--- src/pec_pkg.sv ---
// Package: shared types, codes and character helpers of the percent escape codec.
package pec_pkg;

    localparam logic [1:0] MODE_ENCODE  = 2'd0;
    localparam logic [1:0] MODE_STRICT  = 2'd1;
    localparam logic [1:0] MODE_LENIENT = 2'd2;
    localparam logic [1:0] MODE_RESET   = MODE_STRICT;

    localparam logic [1:0] ST_OK      = 2'd0;
    localparam logic [1:0] ST_STOPPED = 2'd1;
    localparam logic [1:0] ST_ERROR   = 2'd2;

    localparam logic [1:0] PH_NONE = 2'd0;
    localparam logic [1:0] PH_HIGH = 2'd1;
    localparam logic [1:0] PH_LOW  = 2'd2;

    localparam logic [7:0] CH_PERCENT = 8'h25;
    localparam logic [7:0] CTRL_LAST  = 8'h1F;
    localparam logic [7:0] CH_DEL     = 8'h7F;

    // One queued unit of work: a single result, or a three-byte escape when expand is set
    typedef struct packed {
        logic [7:0] data;
        logic       has_byte;
        logic       expand;
        logic       eos;
        logic [1:0] status;
    } t_job;

    typedef struct packed {
        logic push;
        t_job job;
    } t_push;

    typedef struct packed {
        logic valid;
        t_job job;
    } t_head;

    function automatic logic is_plain(input logic [7:0] c);
        return (c >= "A" && c <= "Z") || (c >= "a" && c <= "z") ||
               (c >= "0" && c <= "9") || c == "." || c == "_" ||
               c == "~" || c == "-";
    endfunction

    // Hex digit value; bit 4 set means not a hex digit
    function automatic logic [4:0] hex_value(input logic [7:0] c);
        logic [4:0] v;
        v = 5'd16;
        if (c >= "0" && c <= "9") begin
            v = {1'b0, c[3:0]};
        end else if ((c >= "A" && c <= "F") || (c >= "a" && c <= "f")) begin
            v = {1'b0, 4'(c[2:0] + 3'd1) + 4'd8};
        end
        return v;
    endfunction

    function automatic logic [7:0] hex_char(input logic [3:0] n);
        logic [7:0] r;
        if (n < 4'd10) begin
            r = 8'("0") + {4'd0, n};
        end else begin
            r = 8'("A") + {4'd0, n} - 8'd10;
        end
        return r;
    endfunction

endpackage

--- src/pec_ifs.sv ---
// Interfaces: input byte, result and mode-write channels of the percent escape codec.
interface pec_in_if;
    logic       valid;
    logic       ready;
    logic [7:0] in_byte;
    logic       end_of_string;
    modport source (output valid, output in_byte, output end_of_string, input ready);
    modport sink   (input valid, input in_byte, input end_of_string, output ready);
endinterface

interface pec_out_if;
    logic       valid;
    logic       ready;
    logic [7:0] out_byte;
    logic       has_byte;
    logic [1:0] status;
    logic       string_done;
    logic       run_last;
    modport source (output valid, output out_byte, output has_byte, output status,
                    output string_done, output run_last, input ready);
    modport sink   (input valid, input out_byte, input has_byte, input status,
                    input string_done, input run_last, output ready);
endinterface

interface pec_cfg_if;
    logic       valid;
    logic       ready;
    logic [1:0] mode;
    modport source (output valid, output mode, input ready);
    modport sink   (input valid, input mode, output ready);
endinterface

--- src/pec_front.sv ---
// Front end: mode register, escape state machine and job classification.
module pec_front (
    input  logic            i_clk,
    input  logic            i_rst_n,
    pec_in_if.sink          i_in,
    pec_cfg_if.sink         i_cfg,
    input  logic            i_q_full,
    output pec_pkg::t_push  o_push
);
    import pec_pkg::*;

    logic [1:0] r_mode;
    logic [1:0] r_phase, n_phase;
    logic [3:0] r_high, n_high;
    logic       r_halted, n_halted;
    logic [1:0] r_pst, n_pst;

    logic       accept;
    logic       strict;
    logic       enc;
    logic [7:0] c;
    logic [4:0] hv;
    logic [7:0] dec;
    t_job       job;

    assign i_cfg.ready = 1'b1;
    assign i_in.ready  = !i_q_full;
    assign accept      = i_in.valid && !i_q_full;
    assign strict      = (r_mode == MODE_STRICT);
    assign enc         = (r_mode == MODE_ENCODE);
    assign c           = i_in.in_byte;
    assign hv          = hex_value(c);
    assign dec         = {r_high, hv[3:0]};

    always_comb begin
        n_phase      = r_phase;
        n_high       = r_high;
        n_halted     = r_halted;
        n_pst        = r_pst;
        job.data     = 8'd0;
        job.has_byte = 1'b0;
        job.expand   = 1'b0;
        job.eos      = i_in.end_of_string;
        job.status   = ST_OK;

        if (!r_halted) begin
            if (enc) begin
                job.has_byte = 1'b1;
                job.data     = c;
                job.expand   = !is_plain(c);
            end else if (r_phase == PH_NONE) begin
                if (c == CH_PERCENT) begin
                    n_phase = PH_HIGH;
                end else if (strict && (c <= CTRL_LAST || c == CH_DEL)) begin
                    n_halted = 1'b1;
                    n_pst    = ST_STOPPED;
                end else begin
                    job.has_byte = 1'b1;
                    job.data     = c;
                end
            end else if (hv[4]) begin
                // malformed escape
                n_halted = 1'b1;
                n_pst    = strict ? ST_ERROR : ST_STOPPED;
                n_phase  = PH_NONE;
                n_high   = 4'd0;
            end else if (r_phase == PH_HIGH) begin
                n_high  = hv[3:0];
                n_phase = PH_LOW;
            end else begin
                n_phase = PH_NONE;
                n_high  = 4'd0;
                if (strict && dec <= CTRL_LAST) begin
                    n_halted = 1'b1;
                    n_pst    = ST_ERROR;
                end else begin
                    job.has_byte = 1'b1;
                    job.data     = dec;
                end
            end
        end

        if (i_in.end_of_string) begin
            if (!n_halted && !enc && n_phase != PH_NONE) begin
                job.status = strict ? ST_ERROR : ST_STOPPED;
            end else begin
                job.status = n_halted ? n_pst : ST_OK;
            end
            n_phase  = PH_NONE;
            n_high   = 4'd0;
            n_halted = 1'b0;
            n_pst    = ST_OK;
        end
    end

    assign o_push.push = accept && (job.has_byte || job.eos);
    assign o_push.job  = job;

    always_ff @(posedge i_clk) begin
        if (!i_rst_n) begin
            r_mode   <= MODE_RESET;
            r_phase  <= PH_NONE;
            r_high   <= 4'd0;
            r_halted <= 1'b0;
            r_pst    <= ST_OK;
        end else if (i_cfg.valid) begin
            r_mode   <= i_cfg.mode;
            r_phase  <= PH_NONE;
            r_high   <= 4'd0;
            r_halted <= 1'b0;
            r_pst    <= ST_OK;
        end else if (accept) begin
            r_phase  <= n_phase;
            r_high   <= n_high;
            r_halted <= n_halted;
            r_pst    <= n_pst;
        end
    end

endmodule

--- src/pec_queue.sv ---
// Two-entry job queue between front and back end.
module pec_queue (
    input  logic            i_clk,
    input  logic            i_rst_n,
    input  pec_pkg::t_push  i_push,
    input  logic            i_pop,
    output logic            o_full,
    output pec_pkg::t_head  o_head
);
    import pec_pkg::*;

    t_job       r_mem [2];
    logic       r_wp;
    logic       r_rp;
    logic [1:0] r_cnt;
    logic       do_push;
    logic       do_pop;

    assign o_full      = (r_cnt == 2'd2);
    assign do_push     = i_push.push && !o_full;
    assign do_pop      = i_pop && (r_cnt != 2'd0);
    assign o_head.valid = (r_cnt != 2'd0);
    assign o_head.job   = r_mem[r_rp];

    always_ff @(posedge i_clk) begin
        if (do_push) begin
            r_mem[r_wp] <= i_push.job;
        end
    end

    always_ff @(posedge i_clk) begin
        if (!i_rst_n) begin
            r_wp  <= 1'b0;
            r_rp  <= 1'b0;
            r_cnt <= 2'd0;
        end else begin
            if (do_push) begin
                r_wp <= !r_wp;
            end
            if (do_pop) begin
                r_rp <= !r_rp;
            end
            r_cnt <= r_cnt + {1'b0, do_push} - {1'b0, do_pop};
        end
    end

endmodule

--- src/pec_back.sv ---
// Back end: expands jobs into result transfers through an output register.
module pec_back (
    input  logic            i_clk,
    input  logic            i_rst_n,
    input  pec_pkg::t_head  i_head,
    output logic            o_pop,
    pec_out_if.source       o_out
);
    import pec_pkg::*;

    logic [1:0] r_idx;
    logic       r_valid;
    logic [7:0] r_byte;
    logic       r_has;
    logic [1:0] r_status;
    logic       r_done;
    logic       r_last;

    logic       load;
    logic       last;
    logic [7:0] n_byte;
    t_job       job;

    assign job  = i_head.job;
    assign load = i_head.valid && (!r_valid || o_out.ready);
    assign last = !job.expand || (r_idx == 2'd2);
    assign o_pop = load && last;

    always_comb begin
        unique case (r_idx)
            2'd0:    n_byte = job.expand ? CH_PERCENT : job.data;
            2'd1:    n_byte = hex_char(job.data[7:4]);
            default: n_byte = hex_char(job.data[3:0]);
        endcase
        if (!job.has_byte) begin
            n_byte = 8'd0;
        end
    end

    always_ff @(posedge i_clk) begin
        if (load) begin
            r_byte   <= n_byte;
            r_has    <= job.has_byte;
            r_status <= (last && job.eos) ? job.status : ST_OK;
            r_done   <= last && job.eos;
            r_last   <= last;
        end
    end

    always_ff @(posedge i_clk) begin
        if (!i_rst_n) begin
            r_valid <= 1'b0;
            r_idx   <= 2'd0;
        end else begin
            if (load) begin
                r_valid <= 1'b1;
                r_idx   <= last ? 2'd0 : r_idx + 2'd1;
            end else if (o_out.ready) begin
                r_valid <= 1'b0;
            end
        end
    end

    assign o_out.valid       = r_valid;
    assign o_out.out_byte    = r_byte;
    assign o_out.has_byte    = r_has;
    assign o_out.status      = r_status;
    assign o_out.string_done = r_done;
    assign o_out.run_last    = r_last;

endmodule

--- src/percent_escape_codec_unit.sv ---
// Top level: streaming URL percent encoder / decoder.
// Bytes of a string arrive one transfer at a time on i_in, the final byte
// flagged by end_of_string. The mode register (i_cfg, reset strict decode)
// picks encode, strict decode or lenient decode; any mode write also
// resets the string state. Encode emits one result for an unreserved
// byte and three ('%' plus two upper-case hex digits) for anything else.
// Decode emits at most one result per byte; an escape's '%' and first digit
// yield nothing. On end of string the final status rides on the last data
// result of that byte, or on a data-less result (has_byte 0) if there is none.
// Rate: the front end takes one byte per cycle while the two-entry job
// queue has room; the back end's output register delivers one result per
// cycle while the receiver is ready, so decode sustains one byte per cycle
// and encode of an escaped byte holds the back end for its three results.
// Path from input transfer to first result: job queue, then output register.
// Write mode only while the block is idle.
module percent_escape_codec_unit (
    input  logic       i_clk,
    input  logic       i_rst_n,
    pec_in_if.sink     i_in,
    pec_cfg_if.sink    i_cfg,
    pec_out_if.source  o_out
);
    import pec_pkg::*;

    t_push push;
    t_head head;
    logic  q_full;
    logic  pop;

    // front: classify bytes, track escapes and halting
    pec_front u_front (
        .i_clk    (i_clk),
        .i_rst_n  (i_rst_n),
        .i_in     (i_in),
        .i_cfg    (i_cfg),
        .i_q_full (q_full),
        .o_push   (push)
    );

    // short queue decoupling front and back
    pec_queue u_queue (
        .i_clk   (i_clk),
        .i_rst_n (i_rst_n),
        .i_push  (push),
        .i_pop   (pop),
        .o_full  (q_full),
        .o_head  (head)
    );

    // back: expand jobs to result transfers
    pec_back u_back (
        .i_clk   (i_clk),
        .i_rst_n (i_rst_n),
        .i_head  (head),
        .o_pop   (pop),
        .o_out   (o_out)
    );

endmodule

--- src/flat_wrapper.sv ---
// flat-port wrapper written by rule: the top's interface ports become plain ports
module percent_escape_codec_unit_flat import pec_pkg::*;
  (i_clk, i_rst_n, i_in_valid, i_in_in_byte, i_in_end_of_string, i_in_ready, i_cfg_valid, i_cfg_mode, i_cfg_ready, o_out_valid, o_out_out_byte, o_out_has_byte, o_out_status, o_out_string_done, o_out_run_last, o_out_ready);
  pec_in_if i_in_i ();
  pec_cfg_if i_cfg_i ();
  pec_out_if o_out_i ();
  input  logic i_clk;
  input  logic i_rst_n;
  input wire logic [$bits(i_in_i.valid)-1:0] i_in_valid;
  input wire logic [$bits(i_in_i.in_byte)-1:0] i_in_in_byte;
  input wire logic [$bits(i_in_i.end_of_string)-1:0] i_in_end_of_string;
  output wire logic [$bits(i_in_i.ready)-1:0] i_in_ready;
  input wire logic [$bits(i_cfg_i.valid)-1:0] i_cfg_valid;
  input wire logic [$bits(i_cfg_i.mode)-1:0] i_cfg_mode;
  output wire logic [$bits(i_cfg_i.ready)-1:0] i_cfg_ready;
  output wire logic [$bits(o_out_i.valid)-1:0] o_out_valid;
  output wire logic [$bits(o_out_i.out_byte)-1:0] o_out_out_byte;
  output wire logic [$bits(o_out_i.has_byte)-1:0] o_out_has_byte;
  output wire logic [$bits(o_out_i.status)-1:0] o_out_status;
  output wire logic [$bits(o_out_i.string_done)-1:0] o_out_string_done;
  output wire logic [$bits(o_out_i.run_last)-1:0] o_out_run_last;
  input wire logic [$bits(o_out_i.ready)-1:0] o_out_ready;
  assign i_in_i.valid = i_in_valid;
  assign i_in_i.in_byte = i_in_in_byte;
  assign i_in_i.end_of_string = i_in_end_of_string;
  assign i_in_ready = i_in_i.ready;
  assign i_cfg_i.valid = i_cfg_valid;
  assign i_cfg_i.mode = i_cfg_mode;
  assign i_cfg_ready = i_cfg_i.ready;
  assign o_out_valid = o_out_i.valid;
  assign o_out_out_byte = o_out_i.out_byte;
  assign o_out_has_byte = o_out_i.has_byte;
  assign o_out_status = o_out_i.status;
  assign o_out_string_done = o_out_i.string_done;
  assign o_out_run_last = o_out_i.run_last;
  assign o_out_i.ready = o_out_ready;
  percent_escape_codec_unit u_core (.i_clk(i_clk), .i_rst_n(i_rst_n), .i_in(i_in_i), .i_cfg(i_cfg_i), .o_out(o_out_i));
endmodule
--- config.mk ---
export PLATFORM = sky130hd
export DESIGN_NAME = percent_escape_codec_unit_flat
export DESIGN_NICKNAME = d
export VERILOG_FILES = /design/src/pec_pkg.sv /design/src/pec_ifs.sv /design/src/pec_front.sv /design/src/pec_queue.sv /design/src/pec_back.sv /design/src/percent_escape_codec_unit.sv /design/src/flat_wrapper.sv
export SDC_FILE = /design/constraint.sdc
export NUM_CORES = 1
export LEC_CHECK = 0
export BUFFER_PORTS_ARGS = -buffer_cell sky130_fd_sc_hd__buf_4
export CORE_MARGIN = 2
export CORE_UTILIZATION = 40
export DETAILED_ROUTE_END_ITERATION = 16
export GPL_TIMING_DRIVEN = 0
export PLACE_DENSITY = 0.68
export SETUP_SLACK_MARGIN = 0.1
export SLEW_MARGIN = 20
export SYNTH_ARGS = -nofsm -noshare
export SYNTH_HDL_FRONTEND = slang
export SYNTH_SLANG_ARGS = --single-unit
--- constraint.sdc ---
create_clock -name i_clk -period 9.55 [get_ports i_clk]
set_clock_uncertainty 0.1 [all_clocks]
set_input_delay 1.91 -clock i_clk [delete_from_list [all_inputs] [get_ports i_clk]]
set_output_delay 1.91 -clock i_clk [all_outputs]
set_load 0.03 [all_outputs]
==> out/qor.csv, run 1 <==
stage;metric;value;unit
run_status;status;complete, no violations;
pwr;totalPowerFinal;0.984;mW
hold_path;hp-start;u_core.u_queue.r_wp;
yosys;synthCells;329;
hold_path;hold_path.class;reg2reg;
yosys;synth.cell_area;3300;sq um
pwr;ir_worst_vdd;0.000116;V
sta;fin_setup_tns;0;ns
routing;num_vias;2572;
yosys;syn_nets;356;
global_routing;grt_pass1_wl;11500;um
yosys;ys.flop_type;edfxtp_1;
pwr;p_int;0.643;mW
routing;routed.top_layer;met4;
floorplan;num_rows;33;
setup_path;startpoint;i_in_in_byte[1];
floorplan;die_x;94.9;um
sta;min_period;4.58;ns
layout;nNetsFinal;394;
routing;drt-pass1-iter-count;5;
floorplan;io_pins;32;
sta;rsz0062_at_grt;false;
sta;worst_slew_pin_slew;0.738;ns
clocking;clk_path_buf_depth;2;
setup_path;worst-setup-path-type;in2reg;
sta;period_share;0.480;
yosys;synth_cell_type_count;65;
pwr;p_sw_frac;0.346;
clocking;cts_tree;done;
floorplan;die_h;94.9;um
pwr;seqPwrFrac;0.366;
routing;dr.first_iter.drc_count;172;
pwr;p_leak;1.43;nW
routing;detail-route-antenna-nets;0;
setup_path;endpoint_kind;register;
setup_path;arrival;4.71;ns
sta;clock.fmax;218;MHz
yosys;ys_ff_latch;58;
sta;setup_viol;0;
routing;wl_met1;2790;um
placed_design;dp_hpwl;4960;um
sta;maxSlewHeadroom;0.494;
layout;diodes;0;
placed_design;io_buffer_count;27;
yosys;synth-async-reset-ratio;0;
floorplan;core;8090;sq um
clocking;h-tree-depth;3;
setup_path;required;9.68;ns
floorplan;die-area;9000;sq um
setup_path;timing.rr.start;u_core.u_front.r_phase[1];
routing;avgRoutedWirePerCell;14.0;um
global_routing;grt_pass1_vias;2491;
pwr;p_comb_frac;0.377;
clocking;cts_root_buf;clkbuf_8;
yosys;synth_edf_count;39;
global_routing;grt_max_degree;15;
placed_design;globalplace.congestion;0.844;
sta;maxSlewViolCount;0;
global_routing;antenna_found_initial;0;
routing;drc;0;
layout;finalNonFillerCells;477;
global_routing;grtUsageTotal;0.165;
pwr;switching_power;0.341;mW
layout;syn_to_final_growth;17.2;%
clocking;ctsHoldBuffers;0;
yosys;yosysWarnings;0;
sta;hold_violations;0;
routing;routed_via_density;5.39;
flow_run;drv_cap;0;
global_routing;grt-ovfl-total;0;
routing;route.met2.wl;3460;um
clocking;numClockSinks;58;
routing;routed_wl;6670;um
clocking;cts_made_buffers;9;
clocking;clk_pin_slew;0.06;ns
pwr;powerDensity;254;nW/um^2
clocking;insertion_delay;0.33;ns
setup_path;startpoint_type;input port;
yosys;yosysSeqAreaShare;0.470;
setup_path;worstPathMaxFanout;10;
placed_design;dp_cells;461;
floorplan;start_util;0.408;
pwr;pwr-share-clk;0.257;
layout;drive_gt1_frac;0.185;
clocking;cts-resized-gates;0;
clocking;post_cts_buffers;0;
yosys;syn_area_per_cell;10.0;sq um
routing;wl_met3;328;um
worst paths after layout:
check / endpoint / slack (ns) / depth (start not counted)
setup reg to reg: u_core.u_queue.r_cnt[1] / 6.63 / 11
setup / recovery: u_core.u_queue.r_cnt[1] / 4.97 / 14
hold / removal: u_core.u_queue.r_wp / 0.39 / 2
hold reg to reg: u_core.u_queue.r_wp / 0.39 / 2
cell usage in the layout (no fill, tap or decap), types with 3 or more instances in the layout:
master and instances:
a21oi_1 18, a22o_1 3, a22oi_1 8, and2_1 6
buf_2 6, buf_4 28, clkbuf_1 7, clkbuf_8 11
dfxtp_1 19, edfxtp_1 39, ha_1 11, inv_1 17
mux2_2 6, mux2i_1 16, nand2_1 24, nand2b_1 9
nand3_1 3, nor2_1 37, nor2_2 3, nor2b_1 5
nor3_1 11, nor3b_1 6, o21ai_0 14, o22ai_1 3
or2_2 3, xnor2_1 5, xor2_1 3
per-stage QoR:
step,hold WS (ns),util,area [sq um],setup WS [ns]
finish,0.387,0.478,3870,4.97
global route,0.416,0.478,3870,4.69
CTS,0.383,0.478,3870,5.02
detailed placement,0.373,0.449,3640,4.65
global placement,0.363,0.449,3640,4.71
floorplan,0.341,-,3300,5.15
Yosys cell counts, drive strengths merged (8+ instances only):
cell	number	share of area
a21oi	19	0.030
a22oi	8	0.018
buf	9	0.016
dfxtp	19	0.12
edfxtp	39	0.35
ha	11	0.042
inv	17	0.019
mux2i	16	0.048
nand2	24	0.027
nand2b	9	0.017
nor2	40	0.046
nor3	11	0.017
o21ai	16	0.024
critical path, cell delays in order:
cell and delay [ns]:
buf_4 0.14, inv_1 0.08, ha_1 0.24, nor4b_4 0.26, o21ai_0 0.23, a211oi_4 0.47, nor2_2 0.12, o311ai_4 0.38
ha_1 0.30, inv_1 0.06, ha_1 0.15, xnor2_1 0.14, xnor2_1 0.08, and2_1 0.15
logic make-up after synthesis:
| group | share of synthesized area |
|---|---|
| adder cells (fa/ha/maj) | 0.0417 |
| XOR/XNOR | 0.0212 |
| AO/OA/AOI/OAI | 0.168 |
| buffers and inverters | 0.0443 |
| flip-flops | 0.470 |
| multiplexers | 0.0689 |
| other | 0.00114 |
| AND/OR/NAND/NOR | 0.185 |
state kept, by name, summed over array words and instances, names as in the netlist, 2 cells and up, named ones only:
name and count:
u_core.u_back.o_out.out_byte 8, u_core.u_queue.r_mem 26, u_core.u_back.o_out.status 2, u_core.u_back.r_idx 2
u_core.u_front.r_pst 2, u_core.u_front.r_mode 2, u_core.u_queue.r_cnt 2, u_core.u_front.r_phase 2
u_core.u_front.r_high 4
area by class of cell:
class,instances,area (sq um)
Fill cell,776,4220
Multi-Input combinational cell,238,1610
Sequential cell,58,1550
Timing Repair Buffer,27,203
Clock buffer,12,155
Tap cell,105,131
Buffer,16,82.6
Clock inverter,4,73.8
Inverter,17,63.8
power by group through the flow:
stage	Sequential, mW	Combinational [mW]	Clock, mW
2_1_floorplan	0.424	0.212	0
3_3_place_gp	0.364	0.365	0
3_5_place_dp	0.366	0.370	0
4_1_cts	0.361	0.372	0.260
5_1_grt	0.366	0.411	0.274
6_report	0.360	0.371	0.253
routing by layer:
| layer | up-vias | track usage |
|---|---|---|
| met5 | - | 0 |
| met4 | 0 | 0.0447 |
| met3 | 12 | 0.0559 |
| met2 | 78 | 0.285 |
| met1 | 1206 | 0.196 |
| li1 | 1276 | - |
Power figures use the tool's default switching activity.
==> run 2, diff against run 1 <==
--- a/config.mk
+++ b/config.mk
@@ -10,7 +10,7 @@
 export CORE_UTILIZATION = 40
 export DETAILED_ROUTE_END_ITERATION = 16
 export GPL_TIMING_DRIVEN = 0
-export PLACE_DENSITY = 0.68
+export PLACE_DENSITY = 0.7
 export SETUP_SLACK_MARGIN = 0.1
 export SLEW_MARGIN = 20
 export SYNTH_ARGS = -nofsm -noshare
==> constraint.sdc (replaced) <==
create_clock -name i_clk -period 3.85 [get_ports i_clk]
set_clock_uncertainty 0.1 [all_clocks]
set_input_delay 0.77 -clock i_clk [delete_from_list [all_inputs] [get_ports i_clk]]
set_output_delay 0.77 -clock i_clk [all_outputs]
set_load 0.03 [all_outputs]
==> run 2 against run 1 <==
  * Global-route usage fell by 1.1 points
  * First-iteration DRC count fell by 7.6%
  * Hold slack improved by 0.0098 ns
  * Largest power group unchanged
==> out/qor.csv, run 2 (same netlist as run 1, synthesis figures left out) <==
stage;metric;value;unit;change
global_routing;grt_pass1_wl;10800;um;was 11500 um
clocking;cts_made_buffers;9;;unchanged
layout;fin_util;0.477;;was 0.478
routing;drc;0;;unchanged
setup_path;startpoint_type;input port;;unchanged
routing;avgRoutedWirePerCell;13.8;um;was 14.0 um
routing;routed_via_density;5.44;;was 5.39
routing;dr.first_iter.drc_count;159;;was 172
layout;nNetsFinal;394;;unchanged
floorplan;num_rows;33;;unchanged
clocking;cts_tree;done;;unchanged
sta;period_share;0.906;;
floorplan;die_h;94.9;um;unchanged
setup_path;endpoint_kind;register;;unchanged
hold_path;hp-start;u_core.u_queue.r_wp;;unchanged
setup_path;path_common_cell;ha_1;;unchanged
global_routing;grtUsageTotal;0.154;;was 0.165
setup_path;rr_endpoint;u_core.u_queue.r_cnt[1];;unchanged
clocking;clk_path_buf_depth;2;;unchanged
clocking;numClockSinks;58;;unchanged
hold_path;min_to;u_core.u_queue.r_wp;;unchanged
routing;drt-pass1-iter-count;6;;was 5
layout;fin_area;3860;sq um;was 3870 sq um
placed_design;dp_cells;461;;unchanged
global_routing;antenna_found_initial;0;;unchanged
floorplan;core;8090;sq um;unchanged
setup_path;timing.rr.start;u_core.u_front.r_mode[1];;was u_core.u_front.r_phase[1]
global_routing;use_met1;0.184;;was 0.196
layout;fillers;788;;was 776
setup_path;worst-setup-path-type;in2reg;;unchanged
routing;routed_wl;6570;um;was 6670 um
hold_path;hold_path.class;reg2reg;;unchanged
sta;hold_violations;0;;unchanged
layout;multiInputGateArea;1610;sq um;unchanged
layout;layout_commonest_cell;edfxtp_1;;unchanged
global_routing;grt-ovfl-total;0;;unchanged
clocking;clk_pin_slew;0.06;ns;about the same
pwr;p_leak;1.42;nW;was 1.43 nW
placed_design;dpl-instance-area;3640;sq um;unchanged
placed_design;io_buffer_count;27;;unchanged
setup_path;crit_chain;buf_4, inv_1, ha_1, nor4b_4, o21ai_0, a211oi_4, nor2_2, o311ai_4, ha_1, inv_1, ha_1, xnor2_1, xnor2_1, and2_1;;unchanged
setup_path;cp.buffers_inverters;3;;unchanged
routing;detail-route-antenna-nets;0;;unchanged
clocking;post_cts_buffers;0;;unchanged
placed_design;dp_hpwl;4820;um;was 4960 um
global_routing;busiest_layer;met2;;unchanged
floorplan;die-area;9000;sq um;unchanged
layout;seq_area;1550;sq um;unchanged
setup_path;reg2reg_depth;11;;unchanged
sta;setup_viol;0;;unchanged
clocking;cts-resized-gates;0;;unchanged
setup_path;required;3.98;ns;was 9.68 ns
setup_path;arrival;3.61;ns;was 4.71 ns
placed_design;globalplace.congestion;0.855;;was 0.844
floorplan;start_util;0.408;;unchanged
clocking;cts_root_buf;clkbuf_8;;unchanged
pwr;powerDensity;626;nW/um^2;was 254 nW/um^2
global_routing;grtUsageMet2;0.264;;was 0.285
global_routing;grt_pass1_vias;2353;;was 2491
setup_path;max_stage_delay;0.51;ns;was 0.47 ns
layout;largest_reg_flops;26;;unchanged
pwr;totalPowerFinal;2.42;mW;was 0.984 mW
sta;maxSlewViolCount;0;;unchanged
layout;layout_common_cells;edfxtp_1 (39), nor2_1 (37), buf_4 (28);;unchanged
sta;min_period;3.49;ns;
pwr;ir_worst_vdd;0.000305;V;was 0.000116 V
layout;syn_to_final_growth;16.9;%;was 17.2%
run_status;status;complete, no violations;;unchanged
hold_path;whs_path_depth;2;;unchanged
setup_path;cp_slowest_cell;a211oi_4;;unchanged
layout;diodes;0;;unchanged
sta;maxSlewHeadroom;0.473;;was 0.494
sta;rsz0062_at_grt;false;;unchanged
sta;worst_slew_pin_slew;0.784;ns;was 0.738 ns
floorplan;die_x;94.9;um;unchanged
floorplan;io_pins;32;;unchanged
setup_path;regToRegSetupSlack;0.85;ns;was 6.63 ns
layout;drive_gt1_frac;0.185;;unchanged
sta;clock.fmax;287;MHz;
layout;largest-register;u_core.u_queue.r_mem;;unchanged
sta;fin_setup_tns;0;ns;unchanged
flow_run;drv_cap;0;;unchanged
clocking;h-tree-depth;3;;unchanged
clocking;insertion_delay;0.33;ns;about the same
setup_path;cp_top_family;compound AO/OA/AOI/OAI gates;;unchanged
global_routing;grt_use_met3;0.0479;;was 0.0559
global_routing;grt_max_degree;15;;unchanged
clocking;ctsHoldBuffers;0;;unchanged
setup_path;worstPathMaxFanout;10;;unchanged
routing;num_vias;2596;;was 2572
layout;finalNonFillerCells;477;;unchanged
[run 2: changes by cell type in the layout (fill, tap and decap cells not counted), sizes merged]
| cell | before | now |
|---|---|---|
| clkbuf | 19 | 18 |
| clkinvlp | 0 | 1 |
[run 2: worst max-delay path by stage]
stage | slack (ns) | cells past startpoint | from | endpoint
after floorplan | 0.59 | 13 | i_in_in_byte[1] | u_core.u_queue.r_cnt[1]
after global placement | 0.16 | 14 | i_in_in_byte[1] | u_core.u_queue.r_cnt[1]
after detailed placement | 0.08 | 14 | i_in_in_byte[1] | u_core.u_queue.r_cnt[1]
after CTS | 0.44 | 14 | i_in_in_byte[1] | u_core.u_queue.r_cnt[1]
after global routing | 0.16 | 14 | i_in_in_byte[1] | u_core.u_queue.r_cnt[1]
final | 0.36 | 14 | i_in_in_byte[1] | u_core.u_queue.r_cnt[1]
[run 2: routing by layer]
layer,vias to the layer above,part of all wire
met5,-,0
met4,0,0.020
met3,16,0.059
met2,104,0.49
met1,1205,0.43
li1,1271,-
[run 2: final cells by class]
class | instances | area share
plain buffers | 16 | 0.0214
clock buffers | 11 | 0.0366
clock inverters | 5 | 0.0201
inverters | 17 | 0.0165
multi-input cells | 238 | 0.417
flip-flops and latches | 58 | 0.402
well taps | 105 | 0.0340
repair buffers | 27 | 0.0525
[run 2: tightest hold or removal path, delay by kind of cell, from the launching register on]
| kind | cells | cell delay (ns) |
|---|---|---|
| flops | 1 | 0.33 |
| mux | 1 | 0.06 |
| simple gates | 1 | 0.06 |
[run 2: through the flow]
step                      hold WS [ns]  setup WS (ns)
after global placement           0.364          0.156
after CTS                        0.379          0.437
after detailed placement         0.371         0.0781
after global routing             0.415          0.164
after floorplan                  0.341          0.594
final                            0.397          0.361
[run 2: report_power, final]
part           total (mW)  internal (mW)  leakage, nW  switching (mW)
combinational       0.918          0.347        0.792           0.572
clock               0.605          0.380        0.109           0.226
sequential          0.894          0.849        0.521          0.0449
